## config.mk

```make
export PLATFORM = sky130hd
export DESIGN_NAME = cpu6502_subset_execute
export DESIGN_NICKNAME = d
export VERILOG_FILES = /design/src/rtl/c6se_pkg.sv /design/src/rtl/c6se_ram.sv /design/src/rtl/c6se_decode.sv /design/src/rtl/cpu6502_subset_execute.sv
export SDC_FILE = /design/constraint.sdc
export NUM_CORES = 2
export LEC_CHECK = 0
export BUFFER_PORTS_ARGS = -buffer_cell sky130_fd_sc_hd__buf_2
export CORE_MARGIN = 3
export CORE_UTILIZATION = 50
export CTS_CLUSTER_DIAMETER = 150
export DETAILED_ROUTE_END_ITERATION = 10
export PLACE_DENSITY_LB_ADDON = 0.1
export SKIP_CTS_REPAIR_TIMING = 1
export SYNTH_ARGS = -nofsm -noshare
export SYNTH_HDL_FRONTEND = slang
export SYNTH_SLANG_ARGS = --single-unit
```

## constraint.sdc

```tcl
create_clock -name clk -period 33 [get_ports clk]
set_input_delay 1.65 -clock clk [delete_from_list [all_inputs] [get_ports clk]]
set_output_delay 1.65 -clock clk [all_outputs]
set_load 0.01 [all_outputs]
```

## src/rtl/c6se_pkg.sv

```systemverilog
// Shared types, opcodes and helpers for the 6502 subset execute block.
`default_nettype none

package c6se_pkg;

  // Stream widths
  localparam int IN_W  = 32;
  localparam int OUT_W = 80;

  // Configuration port
  localparam int CFG_IDX_W  = 1;
  localparam int CFG_DATA_W = 16;
  localparam logic [CFG_IDX_W-1:0] CFG_BRK_VECTOR = 1'b0;
  localparam logic [CFG_IDX_W-1:0] CFG_START_ADDR = 1'b1;

  localparam logic [15:0] RESET_START = 16'hC000;

  // Status bits: N V - B D I Z C
  localparam logic [7:0] FLAG_N = 8'h80;
  localparam logic [7:0] FLAG_V = 8'h40;
  localparam logic [7:0] FLAG_B = 8'h10;
  localparam logic [7:0] FLAG_D = 8'h08;
  localparam logic [7:0] FLAG_I = 8'h04;
  localparam logic [7:0] FLAG_Z = 8'h02;
  localparam logic [7:0] FLAG_C = 8'h01;

  // Opcodes of the subset
  localparam logic [7:0] OP_BRK     = 8'h00;
  localparam logic [7:0] OP_PHP     = 8'h08;
  localparam logic [7:0] OP_ORA_IMM = 8'h09;
  localparam logic [7:0] OP_BPL     = 8'h10;
  localparam logic [7:0] OP_CLC     = 8'h18;
  localparam logic [7:0] OP_JSR     = 8'h20;
  localparam logic [7:0] OP_BIT_ZP  = 8'h24;
  localparam logic [7:0] OP_PLP     = 8'h28;
  localparam logic [7:0] OP_AND_IMM = 8'h29;
  localparam logic [7:0] OP_BMI     = 8'h30;
  localparam logic [7:0] OP_SEC     = 8'h38;
  localparam logic [7:0] OP_RTI     = 8'h40;
  localparam logic [7:0] OP_PHA     = 8'h48;
  localparam logic [7:0] OP_EOR_IMM = 8'h49;
  localparam logic [7:0] OP_JMP_ABS = 8'h4C;
  localparam logic [7:0] OP_BVC     = 8'h50;
  localparam logic [7:0] OP_RTS     = 8'h60;
  localparam logic [7:0] OP_PLA     = 8'h68;
  localparam logic [7:0] OP_BVS     = 8'h70;
  localparam logic [7:0] OP_SEI     = 8'h78;
  localparam logic [7:0] OP_STA_ZP  = 8'h85;
  localparam logic [7:0] OP_STX_ZP  = 8'h86;
  localparam logic [7:0] OP_STA_ABS = 8'h8D;
  localparam logic [7:0] OP_BCC     = 8'h90;
  localparam logic [7:0] OP_TXS     = 8'h9A;
  localparam logic [7:0] OP_LDX_IMM = 8'hA2;
  localparam logic [7:0] OP_LDA_IMM = 8'hA9;
  localparam logic [7:0] OP_LDA_ABS = 8'hAD;
  localparam logic [7:0] OP_BCS     = 8'hB0;
  localparam logic [7:0] OP_CLV     = 8'hB8;
  localparam logic [7:0] OP_CMP_IMM = 8'hC9;
  localparam logic [7:0] OP_BNE     = 8'hD0;
  localparam logic [7:0] OP_CLD     = 8'hD8;
  localparam logic [7:0] OP_NOP     = 8'hEA;
  localparam logic [7:0] OP_BEQ     = 8'hF0;
  localparam logic [7:0] OP_SED     = 8'hF8;

  // How an accepted instruction continues after its first cycle
  typedef enum logic [1:0] {
    K_DONE,
    K_PUSH,
    K_PULL
  } c6se_kind_t;

  // Decoder output for the accept cycle
  typedef struct packed {
    c6se_kind_t  kind;
    logic [15:0] npc;
    logic [7:0]  a;
    logic [7:0]  x;
    logic [7:0]  p;
    logic [7:0]  sp;
    logic        wr;
    logic [15:0] waddr;
    logic [7:0]  wdata;
    logic [2:0]  cyc;
    logic        illegal;
    logic        st_we;
    logic [7:0]  st_data;
    logic        st_rd;
    logic [1:0]  push_left;
    logic [7:0]  push_b0;
    logic [7:0]  push_b1;
    logic [1:0]  pull_last;
  } c6se_exec_t;

  // One result transaction
  typedef struct packed {
    logic [15:0] npc;
    logic [7:0]  a;
    logic [7:0]  x;
    logic [7:0]  p;
    logic [7:0]  sp;
    logic        wr;
    logic [15:0] waddr;
    logic [7:0]  wdata;
    logic [2:0]  cyc;
    logic        illegal;
  } c6se_result_t;

  // Update N and Z of a status byte from a result byte
  function automatic logic [7:0] set_nz(input logic [7:0] p, input logic [7:0] v);
    logic [7:0] r;
    r = p & ~(FLAG_N | FLAG_Z);
    if (v[7]) r = r | FLAG_N;
    if (v == 8'h00) r = r | FLAG_Z;
    return r;
  endfunction

endpackage

`default_nettype wire

```

## src/rtl/c6se_ram.sv

```systemverilog
// Generic single-port-write, single-port-read RAM with registered read data.
`default_nettype none

module c6se_ram #(
  parameter int WIDTH = 8,
  parameter int DEPTH = 256
) (
  input  wire logic                     clk,
  input  wire logic                     we,
  input  wire logic [$clog2(DEPTH)-1:0] waddr,
  input  wire logic [WIDTH-1:0]         wdata,
  input  wire logic                     re,
  input  wire logic [$clog2(DEPTH)-1:0] raddr,
  output logic      [WIDTH-1:0]         rdata
);

  logic [WIDTH-1:0] mem [DEPTH];

  always_ff @(posedge clk) begin
    if (we) begin
      mem[waddr] <= wdata;
    end
    if (re) begin
      rdata <= mem[raddr];
    end
  end

endmodule

`default_nettype wire

```

## src/rtl/c6se_decode.sv

```systemverilog
// Instruction decode and combinational execute for the accept cycle.
`default_nettype none

module c6se_decode
  import c6se_pkg::*;
(
  input  wire logic [7:0]  cmd,
  input  wire logic [15:0] operand,
  input  wire logic [7:0]  mem_data,
  input  wire logic [15:0] pc,
  input  wire logic [7:0]  a,
  input  wire logic [7:0]  x,
  input  wire logic [7:0]  p,
  input  wire logic [7:0]  sp,
  output c6se_exec_t       ex
);

  logic [7:0]  lo;
  logic [15:0] pc1, pc2, pc3;
  logic [15:0] boff, btgt;
  logic [7:0]  cmp_diff;
  logic        br_en, br_take;

  assign lo       = operand[7:0];
  assign pc1      = pc + 16'd1;
  assign pc2      = pc + 16'd2;
  assign pc3      = pc + 16'd3;
  assign boff     = {{8{lo[7]}}, lo};
  assign btgt     = pc2 + boff;
  assign cmp_diff = a - lo;

  always_comb begin
    ex           = '0;
    ex.kind      = K_DONE;
    ex.npc       = pc;
    ex.a         = a;
    ex.x         = x;
    ex.p         = p;
    ex.sp        = sp;
    ex.cyc       = 3'd2;
    br_en        = 1'b0;
    br_take      = 1'b0;

    unique case (cmd)
      OP_BRK: begin
        ex.kind      = K_PUSH;
        ex.st_we     = 1'b1;
        ex.st_data   = pc2[15:8];
        ex.sp        = sp - 8'd1;
        ex.push_left = 2'd2;
        ex.push_b0   = pc2[7:0];
        ex.push_b1   = p | FLAG_B;
      end
      OP_JSR: begin
        ex.kind      = K_PUSH;
        ex.st_we     = 1'b1;
        ex.st_data   = pc2[15:8];
        ex.sp        = sp - 8'd1;
        ex.push_left = 2'd1;
        ex.push_b0   = pc2[7:0];
      end
      OP_PHP: begin
        ex.st_we   = 1'b1;
        ex.st_data = p | FLAG_B;
        ex.sp      = sp - 8'd1;
        ex.npc     = pc1;
        ex.cyc     = 3'd3;
      end
      OP_PHA: begin
        ex.st_we   = 1'b1;
        ex.st_data = a;
        ex.sp      = sp - 8'd1;
        ex.npc     = pc1;
        ex.cyc     = 3'd3;
      end
      OP_PLP, OP_PLA: begin
        ex.kind      = K_PULL;
        ex.st_rd     = 1'b1;
        ex.sp        = sp + 8'd1;
        ex.pull_last = 2'd0;
      end
      OP_RTS: begin
        ex.kind      = K_PULL;
        ex.st_rd     = 1'b1;
        ex.sp        = sp + 8'd1;
        ex.pull_last = 2'd1;
      end
      OP_RTI: begin
        ex.kind      = K_PULL;
        ex.st_rd     = 1'b1;
        ex.sp        = sp + 8'd1;
        ex.pull_last = 2'd2;
      end
      OP_ORA_IMM: begin
        ex.a   = a | lo;
        ex.p   = set_nz(p, a | lo);
        ex.npc = pc2;
      end
      OP_AND_IMM: begin
        ex.a   = a & lo;
        ex.p   = set_nz(p, a & lo);
        ex.npc = pc2;
      end
      OP_EOR_IMM: begin
        ex.a   = a ^ lo;
        ex.p   = set_nz(p, a ^ lo);
        ex.npc = pc2;
      end
      OP_CMP_IMM: begin
        ex.p   = set_nz((a >= lo) ? (p | FLAG_C) : (p & ~FLAG_C), cmp_diff);
        ex.npc = pc2;
      end
      OP_BIT_ZP: begin
        ex.p = p & ~(FLAG_N | FLAG_V | FLAG_Z);
        if ((a & mem_data) == 8'h00) ex.p = ex.p | FLAG_Z;
        if (mem_data[7]) ex.p = ex.p | FLAG_N;
        if (mem_data[6]) ex.p = ex.p | FLAG_V;
        ex.npc = pc2;
        ex.cyc = 3'd3;
      end
      OP_LDX_IMM: begin
        ex.x   = lo;
        ex.p   = set_nz(p, lo);
        ex.npc = pc2;
      end
      OP_LDA_IMM: begin
        ex.a   = lo;
        ex.p   = set_nz(p, lo);
        ex.npc = pc2;
      end
      OP_LDA_ABS: begin
        ex.a   = mem_data;
        ex.p   = set_nz(p, mem_data);
        ex.npc = pc3;
        ex.cyc = 3'd4;
      end
      OP_STA_ZP: begin
        ex.wr    = 1'b1;
        ex.waddr = {8'h00, lo};
        ex.wdata = a;
        ex.npc   = pc2;
        ex.cyc   = 3'd3;
      end
      OP_STX_ZP: begin
        ex.wr    = 1'b1;
        ex.waddr = {8'h00, lo};
        ex.wdata = x;
        ex.npc   = pc2;
        ex.cyc   = 3'd3;
      end
      OP_STA_ABS: begin
        ex.wr    = 1'b1;
        ex.waddr = operand;
        ex.wdata = a;
        ex.npc   = pc3;
        ex.cyc   = 3'd4;
      end
      OP_JMP_ABS: begin
        ex.npc = operand;
        ex.cyc = 3'd3;
      end
      OP_TXS: begin
        ex.sp  = x;
        ex.npc = pc1;
      end
      OP_CLC: begin ex.p = p & ~FLAG_C; ex.npc = pc1; end
      OP_SEC: begin ex.p = p | FLAG_C;  ex.npc = pc1; end
      OP_SEI: begin ex.p = p | FLAG_I;  ex.npc = pc1; end
      OP_CLV: begin ex.p = p & ~FLAG_V; ex.npc = pc1; end
      OP_CLD: begin ex.p = p & ~FLAG_D; ex.npc = pc1; end
      OP_SED: begin ex.p = p | FLAG_D;  ex.npc = pc1; end
      OP_NOP: begin ex.npc = pc1; end
      OP_BPL: begin br_en = 1'b1; br_take = (p & FLAG_N) == 8'h00; end
      OP_BMI: begin br_en = 1'b1; br_take = (p & FLAG_N) != 8'h00; end
      OP_BVC: begin br_en = 1'b1; br_take = (p & FLAG_V) == 8'h00; end
      OP_BVS: begin br_en = 1'b1; br_take = (p & FLAG_V) != 8'h00; end
      OP_BCC: begin br_en = 1'b1; br_take = (p & FLAG_C) == 8'h00; end
      OP_BCS: begin br_en = 1'b1; br_take = (p & FLAG_C) != 8'h00; end
      OP_BNE: begin br_en = 1'b1; br_take = (p & FLAG_Z) == 8'h00; end
      OP_BEQ: begin br_en = 1'b1; br_take = (p & FLAG_Z) != 8'h00; end
      default: begin
        ex.illegal = 1'b1;
      end
    endcase

    // Page crossing counts against the address of the next instruction
    if (br_en) begin
      if (br_take) begin
        ex.npc = btgt;
        ex.cyc = (pc2[15:8] != btgt[15:8]) ? 3'd4 : 3'd3;
      end else begin
        ex.npc = pc2;
        ex.cyc = 3'd2;
      end
    end
  end

endmodule

`default_nettype wire

```

## src/rtl/cpu6502_subset_execute.sv

```systemverilog
// Top level: 6502 subset execute unit with the stack page held in a RAM.
// Results: a result is registered in the output register as its instruction completes;
//   JSR, BRK, PLA, PLP, RTS and RTI first step through S_PUSH or S_PULL for the stack.
// Throughput: one instruction per cycle while the output is not stalled; stack sequences
//   hold the input while they use the single stack RAM port (one access per cycle).
// Reset: synchronous; registers take their reset values and the stack page reads as zero
//   through per-entry valid bits, so no clearing pass runs.
`default_nettype none

module cpu6502_subset_execute
  import c6se_pkg::*;
#(
  parameter int STACK_BYTES = 256
) (
  input  wire logic                  clk,
  input  wire logic                  rst_n,
  // in_tdata: cmd[7:0], operand[23:8], mem_data[31:24]
  input  wire logic                  in_tvalid,
  output logic                       in_tready,
  input  wire logic [IN_W-1:0]       in_tdata,
  // out_tdata: next_pc[15:0], acc[23:16], index_x[31:24], flags[39:32],
  //   stack_ptr[47:40], wr_valid[48], wr_addr[64:49], wr_data[72:65],
  //   cycles_taken[75:73], illegal[76], zero fill[79:77]
  output logic                       out_tvalid,
  input  wire logic                  out_tready,
  output logic [OUT_W-1:0]           out_tdata,
  input  wire logic                  cfg_we,
  input  wire logic [CFG_IDX_W-1:0]  cfg_index,
  input  wire logic [CFG_DATA_W-1:0] cfg_wdata
);

  localparam int SAW = $clog2(STACK_BYTES);

  typedef enum logic [2:0] {
    S_IDLE = 3'b001,
    S_PUSH = 3'b010,
    S_PULL = 3'b100
  } state_t;

  // Control and architectural state
  state_t               state_r, state_nxt;
  logic                 out_valid_r, out_valid_nxt;
  logic [15:0]          pc_r, pc_nxt;
  logic [7:0]           a_r, a_nxt;
  logic [7:0]           x_r, x_nxt;
  logic [7:0]           p_r, p_nxt;
  logic [7:0]           sp_r, sp_nxt;
  logic [15:0]          brk_vec_r, brk_vec_nxt;
  logic [15:0]          start_r, start_nxt;
  logic [1:0]           push_left_r, push_left_nxt;
  logic [1:0]           pull_idx_r, pull_idx_nxt;
  logic [1:0]           pull_last_r, pull_last_nxt;
  logic [STACK_BYTES-1:0] vld_r;
  logic                 rd_vld_r;

  // Payload held across a stack sequence
  logic [7:0]           op_r, op_nxt;
  logic [15:0]          opnd_r, opnd_nxt;
  logic [7:0]           b0_r, b0_nxt;
  logic [7:0]           b1_r, b1_nxt;
  logic [7:0]           h0_r, h0_nxt;
  logic [7:0]           h1_r, h1_nxt;
  c6se_result_t         out_res_r, out_res_nxt;

  // Stack RAM port
  logic                 st_we, st_re;
  logic [SAW-1:0]       st_waddr, st_raddr;
  logic [7:0]           st_wdata, st_rdata, rd_byte;
  logic [7:0]           sp_inc;

  logic                 out_ok, in_fire;
  c6se_exec_t           ex;

  assign out_ok    = !out_valid_r || out_tready;
  assign in_tready = (state_r == S_IDLE) && out_ok;
  assign in_fire   = in_tvalid && in_tready;
  assign sp_inc    = sp_r + 8'd1;

  // A never-written entry of the stack page reads as zero
  assign rd_byte = rd_vld_r ? st_rdata : 8'h00;

  c6se_decode u_decode (
    .cmd      (in_tdata[7:0]),
    .operand  (in_tdata[23:8]),
    .mem_data (in_tdata[31:24]),
    .pc       (pc_r),
    .a        (a_r),
    .x        (x_r),
    .p        (p_r),
    .sp       (sp_r),
    .ex       (ex)
  );

  c6se_ram #(
    .WIDTH (8),
    .DEPTH (STACK_BYTES)
  ) u_stack (
    .clk   (clk),
    .we    (st_we),
    .waddr (st_waddr),
    .wdata (st_wdata),
    .re    (st_re),
    .raddr (st_raddr),
    .rdata (st_rdata)
  );

  always_comb begin
    state_nxt     = state_r;
    out_valid_nxt = out_valid_r && !out_tready;
    out_res_nxt   = out_res_r;
    pc_nxt        = pc_r;
    a_nxt         = a_r;
    x_nxt         = x_r;
    p_nxt         = p_r;
    sp_nxt        = sp_r;
    brk_vec_nxt   = brk_vec_r;
    start_nxt     = start_r;
    push_left_nxt = push_left_r;
    pull_idx_nxt  = pull_idx_r;
    pull_last_nxt = pull_last_r;
    op_nxt        = op_r;
    opnd_nxt      = opnd_r;
    b0_nxt        = b0_r;
    b1_nxt        = b1_r;
    h0_nxt        = h0_r;
    h1_nxt        = h1_r;
    st_we         = 1'b0;
    st_waddr      = sp_r[SAW-1:0];
    st_wdata      = b0_r;
    st_re         = 1'b0;
    st_raddr      = sp_inc[SAW-1:0];

    unique case (state_r)
      S_IDLE: begin
        if (in_fire) begin
          op_nxt   = in_tdata[7:0];
          opnd_nxt = in_tdata[23:8];
          pc_nxt   = ex.npc;
          a_nxt    = ex.a;
          x_nxt    = ex.x;
          p_nxt    = ex.p;
          sp_nxt   = ex.sp;
          st_we    = ex.st_we;
          st_wdata = ex.st_data;
          st_re    = ex.st_rd;
          if (ex.kind == K_DONE) begin
            // Whole instruction finishes now: load the result
            out_valid_nxt       = 1'b1;
            out_res_nxt.npc     = ex.npc;
            out_res_nxt.a       = ex.a;
            out_res_nxt.x       = ex.x;
            out_res_nxt.p       = ex.p;
            out_res_nxt.sp      = ex.sp;
            out_res_nxt.wr      = ex.wr;
            out_res_nxt.waddr   = ex.waddr;
            out_res_nxt.wdata   = ex.wdata;
            out_res_nxt.cyc     = ex.cyc;
            out_res_nxt.illegal = ex.illegal;
          end else if (ex.kind == K_PUSH) begin
            state_nxt     = S_PUSH;
            push_left_nxt = ex.push_left;
            b0_nxt        = ex.push_b0;
            b1_nxt        = ex.push_b1;
          end else begin
            state_nxt     = S_PULL;
            pull_idx_nxt  = 2'd0;
            pull_last_nxt = ex.pull_last;
          end
        end
      end

      S_PUSH: begin
        if (push_left_r != 2'd1) begin
          // Intermediate push: write, decrement SP, advance the byte queue
          st_we         = 1'b1;
          sp_nxt        = sp_r - 8'd1;
          b0_nxt        = b1_r;
          push_left_nxt = push_left_r - 2'd1;
        end else if (out_ok) begin
          // Last push completes the instruction
          st_we               = 1'b1;
          sp_nxt              = sp_r - 8'd1;
          state_nxt           = S_IDLE;
          out_valid_nxt       = 1'b1;
          out_res_nxt         = '0;
          out_res_nxt.a       = a_r;
          out_res_nxt.x       = x_r;
          out_res_nxt.sp      = sp_r - 8'd1;
          if (op_r == OP_BRK) begin
            p_nxt           = p_r | FLAG_I;
            pc_nxt          = brk_vec_r;
            out_res_nxt.cyc = 3'd7;
          end else begin
            p_nxt           = p_r;
            pc_nxt          = opnd_r;
            out_res_nxt.cyc = 3'd6;
          end
          out_res_nxt.p   = p_nxt;
          out_res_nxt.npc = pc_nxt;
        end
      end

      S_PULL: begin
        if (pull_idx_r != pull_last_r) begin
          // Capture this byte and issue the next read
          if (pull_idx_r == 2'd0) begin
            h0_nxt = rd_byte;
          end else begin
            h1_nxt = rd_byte;
          end
          st_re        = 1'b1;
          sp_nxt       = sp_inc;
          pull_idx_nxt = pull_idx_r + 2'd1;
        end else if (out_ok) begin
          // Final byte is on the RAM output; it holds while the result side stalls
          state_nxt = S_IDLE;
          unique case (op_r)
            OP_PLA: begin
              a_nxt  = rd_byte;
              p_nxt  = set_nz(p_r, rd_byte);
              pc_nxt = pc_r + 16'd1;
            end
            OP_PLP: begin
              p_nxt  = rd_byte & ~FLAG_B;
              pc_nxt = pc_r + 16'd1;
            end
            OP_RTS: begin
              pc_nxt = {rd_byte, h0_r} + 16'd1;
            end
            default: begin
              p_nxt  = h0_r & ~FLAG_B;
              pc_nxt = {rd_byte, h1_r};
            end
          endcase
          out_valid_nxt     = 1'b1;
          out_res_nxt       = '0;
          out_res_nxt.npc   = pc_nxt;
          out_res_nxt.a     = a_nxt;
          out_res_nxt.x     = x_r;
          out_res_nxt.p     = p_nxt;
          out_res_nxt.sp    = sp_r;
          out_res_nxt.cyc   = ((op_r == OP_PLA) || (op_r == OP_PLP)) ? 3'd4 : 3'd6;
        end
      end

      default: begin
        state_nxt = S_IDLE;
      end
    endcase

    // The user writes configuration only while idle (unchecked); start address loads PC
    if (cfg_we) begin
      unique case (cfg_index)
        CFG_BRK_VECTOR: brk_vec_nxt = cfg_wdata;
        CFG_START_ADDR: begin
          start_nxt = cfg_wdata;
          pc_nxt    = cfg_wdata;
        end
        default: begin
          start_nxt = start_r;
        end
      endcase
    end
  end

  always_ff @(posedge clk) begin
    if (!rst_n) begin
      state_r     <= S_IDLE;
      out_valid_r <= 1'b0;
      pc_r        <= RESET_START;
      a_r         <= 8'h00;
      x_r         <= 8'h00;
      p_r         <= 8'h00;
      sp_r        <= 8'h00;
      brk_vec_r   <= 16'h0000;
      start_r     <= RESET_START;
      push_left_r <= 2'd0;
      pull_idx_r  <= 2'd0;
      pull_last_r <= 2'd0;
      vld_r       <= '0;
      rd_vld_r    <= 1'b0;
    end else begin
      state_r     <= state_nxt;
      out_valid_r <= out_valid_nxt;
      pc_r        <= pc_nxt;
      a_r         <= a_nxt;
      x_r         <= x_nxt;
      p_r         <= p_nxt;
      sp_r        <= sp_nxt;
      brk_vec_r   <= brk_vec_nxt;
      start_r     <= start_nxt;
      push_left_r <= push_left_nxt;
      pull_idx_r  <= pull_idx_nxt;
      pull_last_r <= pull_last_nxt;
      if (st_we) begin
        vld_r[st_waddr] <= 1'b1;
      end
      if (st_re) begin
        rd_vld_r <= vld_r[st_raddr];
      end
    end
  end

  always_ff @(posedge clk) begin
    op_r      <= op_nxt;
    opnd_r    <= opnd_nxt;
    b0_r      <= b0_nxt;
    b1_r      <= b1_nxt;
    h0_r      <= h0_nxt;
    h1_r      <= h1_nxt;
    out_res_r <= out_res_nxt;
  end

  assign out_tvalid = out_valid_r;
  assign out_tdata  = {3'b000, out_res_r.illegal, out_res_r.cyc, out_res_r.wdata,
                       out_res_r.waddr, out_res_r.wr, out_res_r.sp, out_res_r.p,
                       out_res_r.x, out_res_r.a, out_res_r.npc};

endmodule

`default_nettype wire

```

* Word-level counts from Yosys, hierarchy flattened
Memories as Yosys holds them, arrays and structs flattened. A register that Yosys moved wholly into a read port is not among the register bits.
Cells that the tools add are included.
** Word-level totals
- Bits in registers :: 464
- Latch bits :: 0
- RAM bits :: 2048
- ROM bits :: 0
- Output and inout port bits :: 82
- Logic and storage cells :: 282
- Memories kept :: 1
** Cells by class
- Add/sub/neg operators :: 10
- Multipliers :: 0
- Divide/modulo/power cells :: 0
- Order comparisons :: 4
- Equal/unequal tests :: 57
- Shifts and indexed selects :: 0
- Mux-type cells :: 120
- Bitwise gates (word level) :: 9
- Reductions and logical operators :: 51
** Memories
- u_stack.mem :: depth 256, width 8, rd ports 1, clocked after Yosys merged registers in 1, wr ports 1, RTL line c6se_ram.sv:17 : logic [WIDTH-1:0] mem [DEPTH];
** Operator list (count)
- 77-bit two-way mux :: 6
- 256-bit OR :: 1
- 8-bit two-way mux :: 29
- 77-bit one-hot mux with 3 select lines :: 1
- 16-bit two-way mux :: 10
- 8-bit equality test, second input constant :: 16
- 8-bit logical NOT :: 14
- 8-bit one-hot mux with 13 select lines :: 1
- 8-bit one-hot mux with 3 select lines :: 4
- 8-bit by 7-bit equality test with 1-bit output, second input constant :: 11
- 25-bit one-hot mux with 3 select lines :: 1
- 16-bit one-hot mux with 4 select lines :: 1
- 8-bit by 6-bit equality test with 1-bit output, second input constant :: 7
- 16-bit one-hot mux with 3 select lines :: 1
- 8-bit one-hot mux with 5 select lines :: 1
- 36-bit OR reduction :: 1
- 2-bit two-way mux :: 17
- 16-bit by 1-bit adder with 16-bit output, second input constant :: 2
- 16-bit by 2-bit adder with 16-bit output, second input constant :: 2
- 16-bit one-hot mux with 2 select lines :: 1
- 8-bit one-hot mux with 2 select lines :: 2
- 3-bit two-way mux :: 10
- 9-bit one-hot mux with 3 select lines :: 1
- 10-bit one-hot mux with 2 select lines :: 1
- other kinds (53) :: 110

* Depth between registers and ports, before layout
- Depth after elaboration :: 9
- Mapped depth :: 19

* By module
From an unflattened synthesis, not the netlist that was laid out.
** Unflattened totals
- Cell total of the unflattened synthesis :: 6683
- Area, all modules :: 105553.7 µm²
** Modules (own cells, without submodules)
- c6se_ram :: times used 1, cells an instance 3733, area an instance 79636.4 µm², sequential area each 61739.2 µm²
- cpu6502_subset_execute :: times used 1, cells an instance 2242, area an instance 21324.2 µm², sequential area each 10620.2 µm²
- c6se_decode :: times used 1, cells an instance 708, area an instance 4593.2 µm², sequential area each 0.0 µm²

* Worst setup path after synthesis
OpenSTA, ideal clock, no wires.
- Path kind :: in2reg
- Start point :: in in_tdata[1]
- End point :: mem u_stack.mem[0][4] (data pin)
- Setup time :: 2.191 ns
- Arrival :: 13.190 ns
- Required time :: 30.809 ns
- Slack :: 17.620 ns
- Stages on the path :: 5
- Buffers on the path :: 1
- Cells stage by stage :: buf_2 -> or4_1 -> nor4_1 -> a221oi_1 -> o21ai_0
** On the way
- Word-level cells in the longest chain between the ends :: 5
- Elaborated cells between the ends (all ways) :: 8
- Those cells by class :: eq/ne (3); mux (3); reduce/logical (2)
** RTL lines
- from (decl) :: RTL line cpu6502_subset_execute.sv:20 : input wire logic [IN_W-1:0] in_tdata,
- 8-bit by 6-bit equality test with 1-bit output / 8-bit logical NOT (equally long branches) :: RTL line c6se_decode.sv:44 : unique case (cmd)
- 2-bit OR reduction (no source line)
- 9-bit one-hot mux with 3 select lines * :: RTL line c6se_decode.sv:44
- 8-bit two-way mux * :: RTL line cpu6502_subset_execute.sv:135 : if (in_fire) begin
- 8-bit two-way mux * :: RTL line cpu6502_subset_execute.sv:133 : unique case (state_r)
- net st_wdata[4] :: RTL line cpu6502_subset_execute.sv:68 : logic [7:0] st_wdata, st_rdata, rd_byte;
- to (decl) :: RTL line c6se_ram.sv:17
Mark *: on every way through the listed nets, which the timed path passes. The rest lies on a longest branch.

* Final worst setup path
- Start point :: reg sp_r[0]
- End point :: reg rd_vld_r
** On the way
- Word-level cells in the longest chain between the ends :: 3
** RTL lines
- from (decl) :: RTL line cpu6502_subset_execute.sv:47 : logic [7:0] sp_r, sp_nxt;
- from (signal assigned) :: RTL line cpu6502_subset_execute.sv:289 : sp_r <= sp_nxt;
- 8-bit by 1-bit adder with 8-bit output :: RTL line cpu6502_subset_execute.sv:77 : assign sp_inc = sp_r + 8'd1;
- 1-bit binary-select mux with 8-bit select :: RTL line cpu6502_subset_execute.sv:299 : rd_vld_r <= vld_r[st_raddr];
- 1-bit two-way mux (not written as such) :: RTL line cpu6502_subset_execute.sv:299
- to (signal assigned) :: RTL line cpu6502_subset_execute.sv:299
- to (decl) :: RTL line cpu6502_subset_execute.sv:54 : logic rd_vld_r;
Every way passes these cells. The select of a mux whose other input is x is not followed.
A chain may end at the register's enable or synchronous reset.

==> flow_summary.yaml <==
status:
  outcome: "finished, final reports clean"
timing:
  timing.final.max_slew_violations: 0
  fmax_ghz: 0.141
  report.final.setup_viol: 0
  grt_setup_unrepaired: "no"
  setup_total_negative_slack_ps: 0
  final_hold_vios: 0
  slew-limit-headroom_pct: 9.37
  transition_time_of_the_tightest_slew_check_pin_ps: 1360
  final_period_minus_worst_setup_slack_ps: 7100
  fin_crit_sh_pct: 21.5
  finalClockSkew_ps: 63.8
yosys:
  seq_area_frac_synth_pct: 70.0
  yosysWarningCount: 0
  synth_flop_cell: "edfxtp_1"
  yosys-top-cells-area: "edfxtp_1, mux4_2, dfxtp_1"
  post_synth_num_cell_types: 97
  number_of_synthesized_flops_with_an_enable_pin: 2189
  asyncSetResetFlopFracSynth_pct: 0
  mapped_area_um2: 103000
  post-synth-top-area-cell: "edfxtp_1"
  netlist_instances: 6103
  synth_largest_type_area_fraction_pct: 63.6
  average_size_of_a_mapped_cell_um2: 16.9
  synth-seq-cells: 2520
setup_path:
  cp_cell_sequence: "buf_4 > inv_1 > ha_4 > buf_4 > buf_4 > mux4_2 > nor2b_1 > a211oi_1 > a2111oi_0 > a31oi_1 > nand4_1 > a21oi_1 > nor4_1"
  critPathCaptureType: "register"
  worst_ep_arrival_time_ps: 7850
  beginning_of_the_worst_register_to_register_path: "sp_r[0]"
  required_time_reported_for_the_critical_path_endpoint_ps: 33750
  critical_path_peak_fanout: 68
  critical-path-slowest-cell: "buf_4"
  criticalPathCategory: "register to register"
  dominant_cell_type_by_count_on_the_critical_path: "buf_4"
  ff2ff_path_depth: 13
  timing.critical_path.buf_inv: 4
  critical-path-top-delay-family: "buffers and inverters"
  rrSetupSlack_ps: 25900
  crit_path_start_kind: "register"
  rr_endpoint: "rd_vld_r"
  timing.critical_path.slowest_cell_delay_ps: 990
min_path:
  origin_of_the_worst_min_delay_path: "p_r[4]"
  min_delay_worst_endpoint: "p_r[4]"
  worstHoldPathType: "register to register"
  number_of_cells_on_the_worst_hold_path: 2
grt:
  grt_pass1_vias: 56807
  globalRouteOverflowTotal: 0
  grtUsageTotal_pct: 26.9
  grt_pass1_wl_mm: 413
  grt_max_degree: 245
  antenna_violations_before_repair: 8
finish:
  fin_nets: 6386
  drive_gt1_share_pct: 22.1
  postLayoutCoreUtil_pct: 56.5
  area.growth.synth_to_final_pct: 12.1
placement:
  dpl.hpwl_mm: 176
  numPortBuffers: 132
  routability_driven_placement_congestion_ratio: 0.944
floorplanning:
  num_rows: 166
  start_util_pct: 50.4
  design.die.area_um2: 212000
  die_x_um: 461
  die_y_extent_um: 461
  standard_cell_core_area_um2: 205000
  num_io_pins: 136
power:
  static-leakage-power_nw: 36.8
  power.ir.vdd_worst_mv: 0.0640
  finalPower_mw: 6.81
  power_density_nw_per_um2: 58.8
clock_tree:
  longest_clk_path_bufs: 4
  clock_insertion_delay_worst_skew_ps: 930
  clk_transition_reported_paths_ps: 60
  htreeDepth: 5
  clock_tree_from_tritoncts: "done"
  cts-root-buf: "clkbuf_16"
  numCtsBuffers: 280
  clock_sink_count: 2520
drt:
  residual_antenna_violating_net_count_after_detailed_routing: 0
  drt-pass1-iter-count: 6
  route.detailed.vias_per_inst: 6.32
  drt_first_iter_violations: 7348
  drc: 0
  finalWirelength_mm: 284
  total_number_of_vias: 57969
  post_dr_wirelength_cell_um: 30.9
flow_run:
  max-cap-violations: 0
[cell families (layout without fill, tap and decap cells)]
logic type                 count (synthesis)  after routing  synth area share, %
AOI/OAI and AO/OA                        578            578                 3.85
xor gates and xnor gates                  82             82                0.729
adders and majority gates                 58             58                0.714
buffers and inverters                    437            811                 1.82
DFF                                     2520           2520                 70.0
muxes                                    747            747                 15.9
other                                      1              8              0.00363
and+or+nand+nor                         1680           1680                 6.95
[how the worst max path moves through the flow]
stage                      startpoint  cells after the start                end  slack, ps
after floorplan           in_tdata[1]                      5  u_stack.mem[0][4]      17620
after global placement        sp_r[0]                     13           rd_vld_r      25680
after detailed placement      sp_r[0]                     13           rd_vld_r      25780
after CTS                     sp_r[0]                     13           rd_vld_r      25760
after global routing          sp_r[0]                     13           rd_vld_r      25480
final                         sp_r[0]                     13           rd_vld_r      25900
[synthesized netlist by cell type (47+ instances only)]
master and count:
xnor2_1 52, dfxtp_1 331, o21ai_0 103, edfxtp_1 2189
nand3_1 102, ha_1 55, buf_2 101, nor3_1 47
clkbuf_1 204, inv_1 56, mux4_2 715, nand2_1 397
nor2_1 919, a21oi_1 131
[metrics by stage]
stage | setup WS, ps | hold slack (ps) | area [µm²] | instances
after floorplan | 17620 | 408 | 103000 | 6105
after detailed placement | 25780 | 421 | 107000 | 8680
after CTS | 25760 | 429 | 116000 | 9166
final | 25900 | 431 | 116000 | 9172
after global placement | 25680 | 415 | 107000 | 8678
after global routing | 25480 | 437 | 116000 | 9170
[state kept, by name (all words and copies together), names as in the netlist, 16 cells and up]
signal       flops
brk_vec_r       16
opnd_r          16
out_tdata       77
pc_r            16
u_stack.mem   2048
vld_r          256
[worst register-to-register path, cell delays in order (launching register included)]
cell and delay (ps):
dfxtp_4 880, buf_4 770, inv_1 350, ha_4 910, buf_4 890, buf_4 1010
mux4_2 630, nor2b_1 150, a211oi_1 290, a2111oi_0 150, a31oi_1 230, nand4_1 110
a21oi_1 470, nor4_1 110
[final cells by class]
type	instances	area, µm²
antenna	5	12.5
clock buffer	387	7790
clock inverter	99	885
fill	15738	89200
inverter	57	221
multi-input combinational	3148	29400
sequential	2520	72400
tap	2688	3360
timing repair buffer	268	1780
[where the power goes]
part,total (mW),internal (mW),leakage (nW),switching (mW)
combinational,0.368,0.137,9.81,0.231
clock,2.98,1.76,4.25,1.22
sequential,3.47,3.46,22.8,0.0132
[placed cells by master, fill, tap and decap left out, drive strengths merged, types with 30 or more instances in the layout]
| cell type | netlist | final |
|---|---|---|
| a31oi | 42 | 42 |
| a21oi | 131 | 131 |
| and3 | 32 | 32 |
| o21ai | 110 | 110 |
| nand2 | 397 | 397 |
| edfxtp | 2189 | 2189 |
| dfxtp | 331 | 331 |
| buf | 172 | 267 |
| nor2 | 920 | 920 |
| mux4 | 715 | 715 |
| ha | 55 | 55 |
| clkbuf | 208 | 388 |
| mux2i | 30 | 30 |
| nor3 | 49 | 49 |
| xnor2 | 53 | 53 |
| o22ai | 30 | 30 |
| clkinv | 0 | 77 |
| inv | 57 | 61 |
| nand3 | 111 | 111 |
[routing by layer]
| metal | wire, µm | global-route usage (%) |
|---|---|---|
| met1 | 119000 | 39.7 |
| met2 | 133000 | 41.5 |
| met3 | 23200 | 4.67 |
| met4 | 8580 | 7.87 |
| met5 | 0 | 0 |
Note: power is estimated with default switching activity, not from simulation.
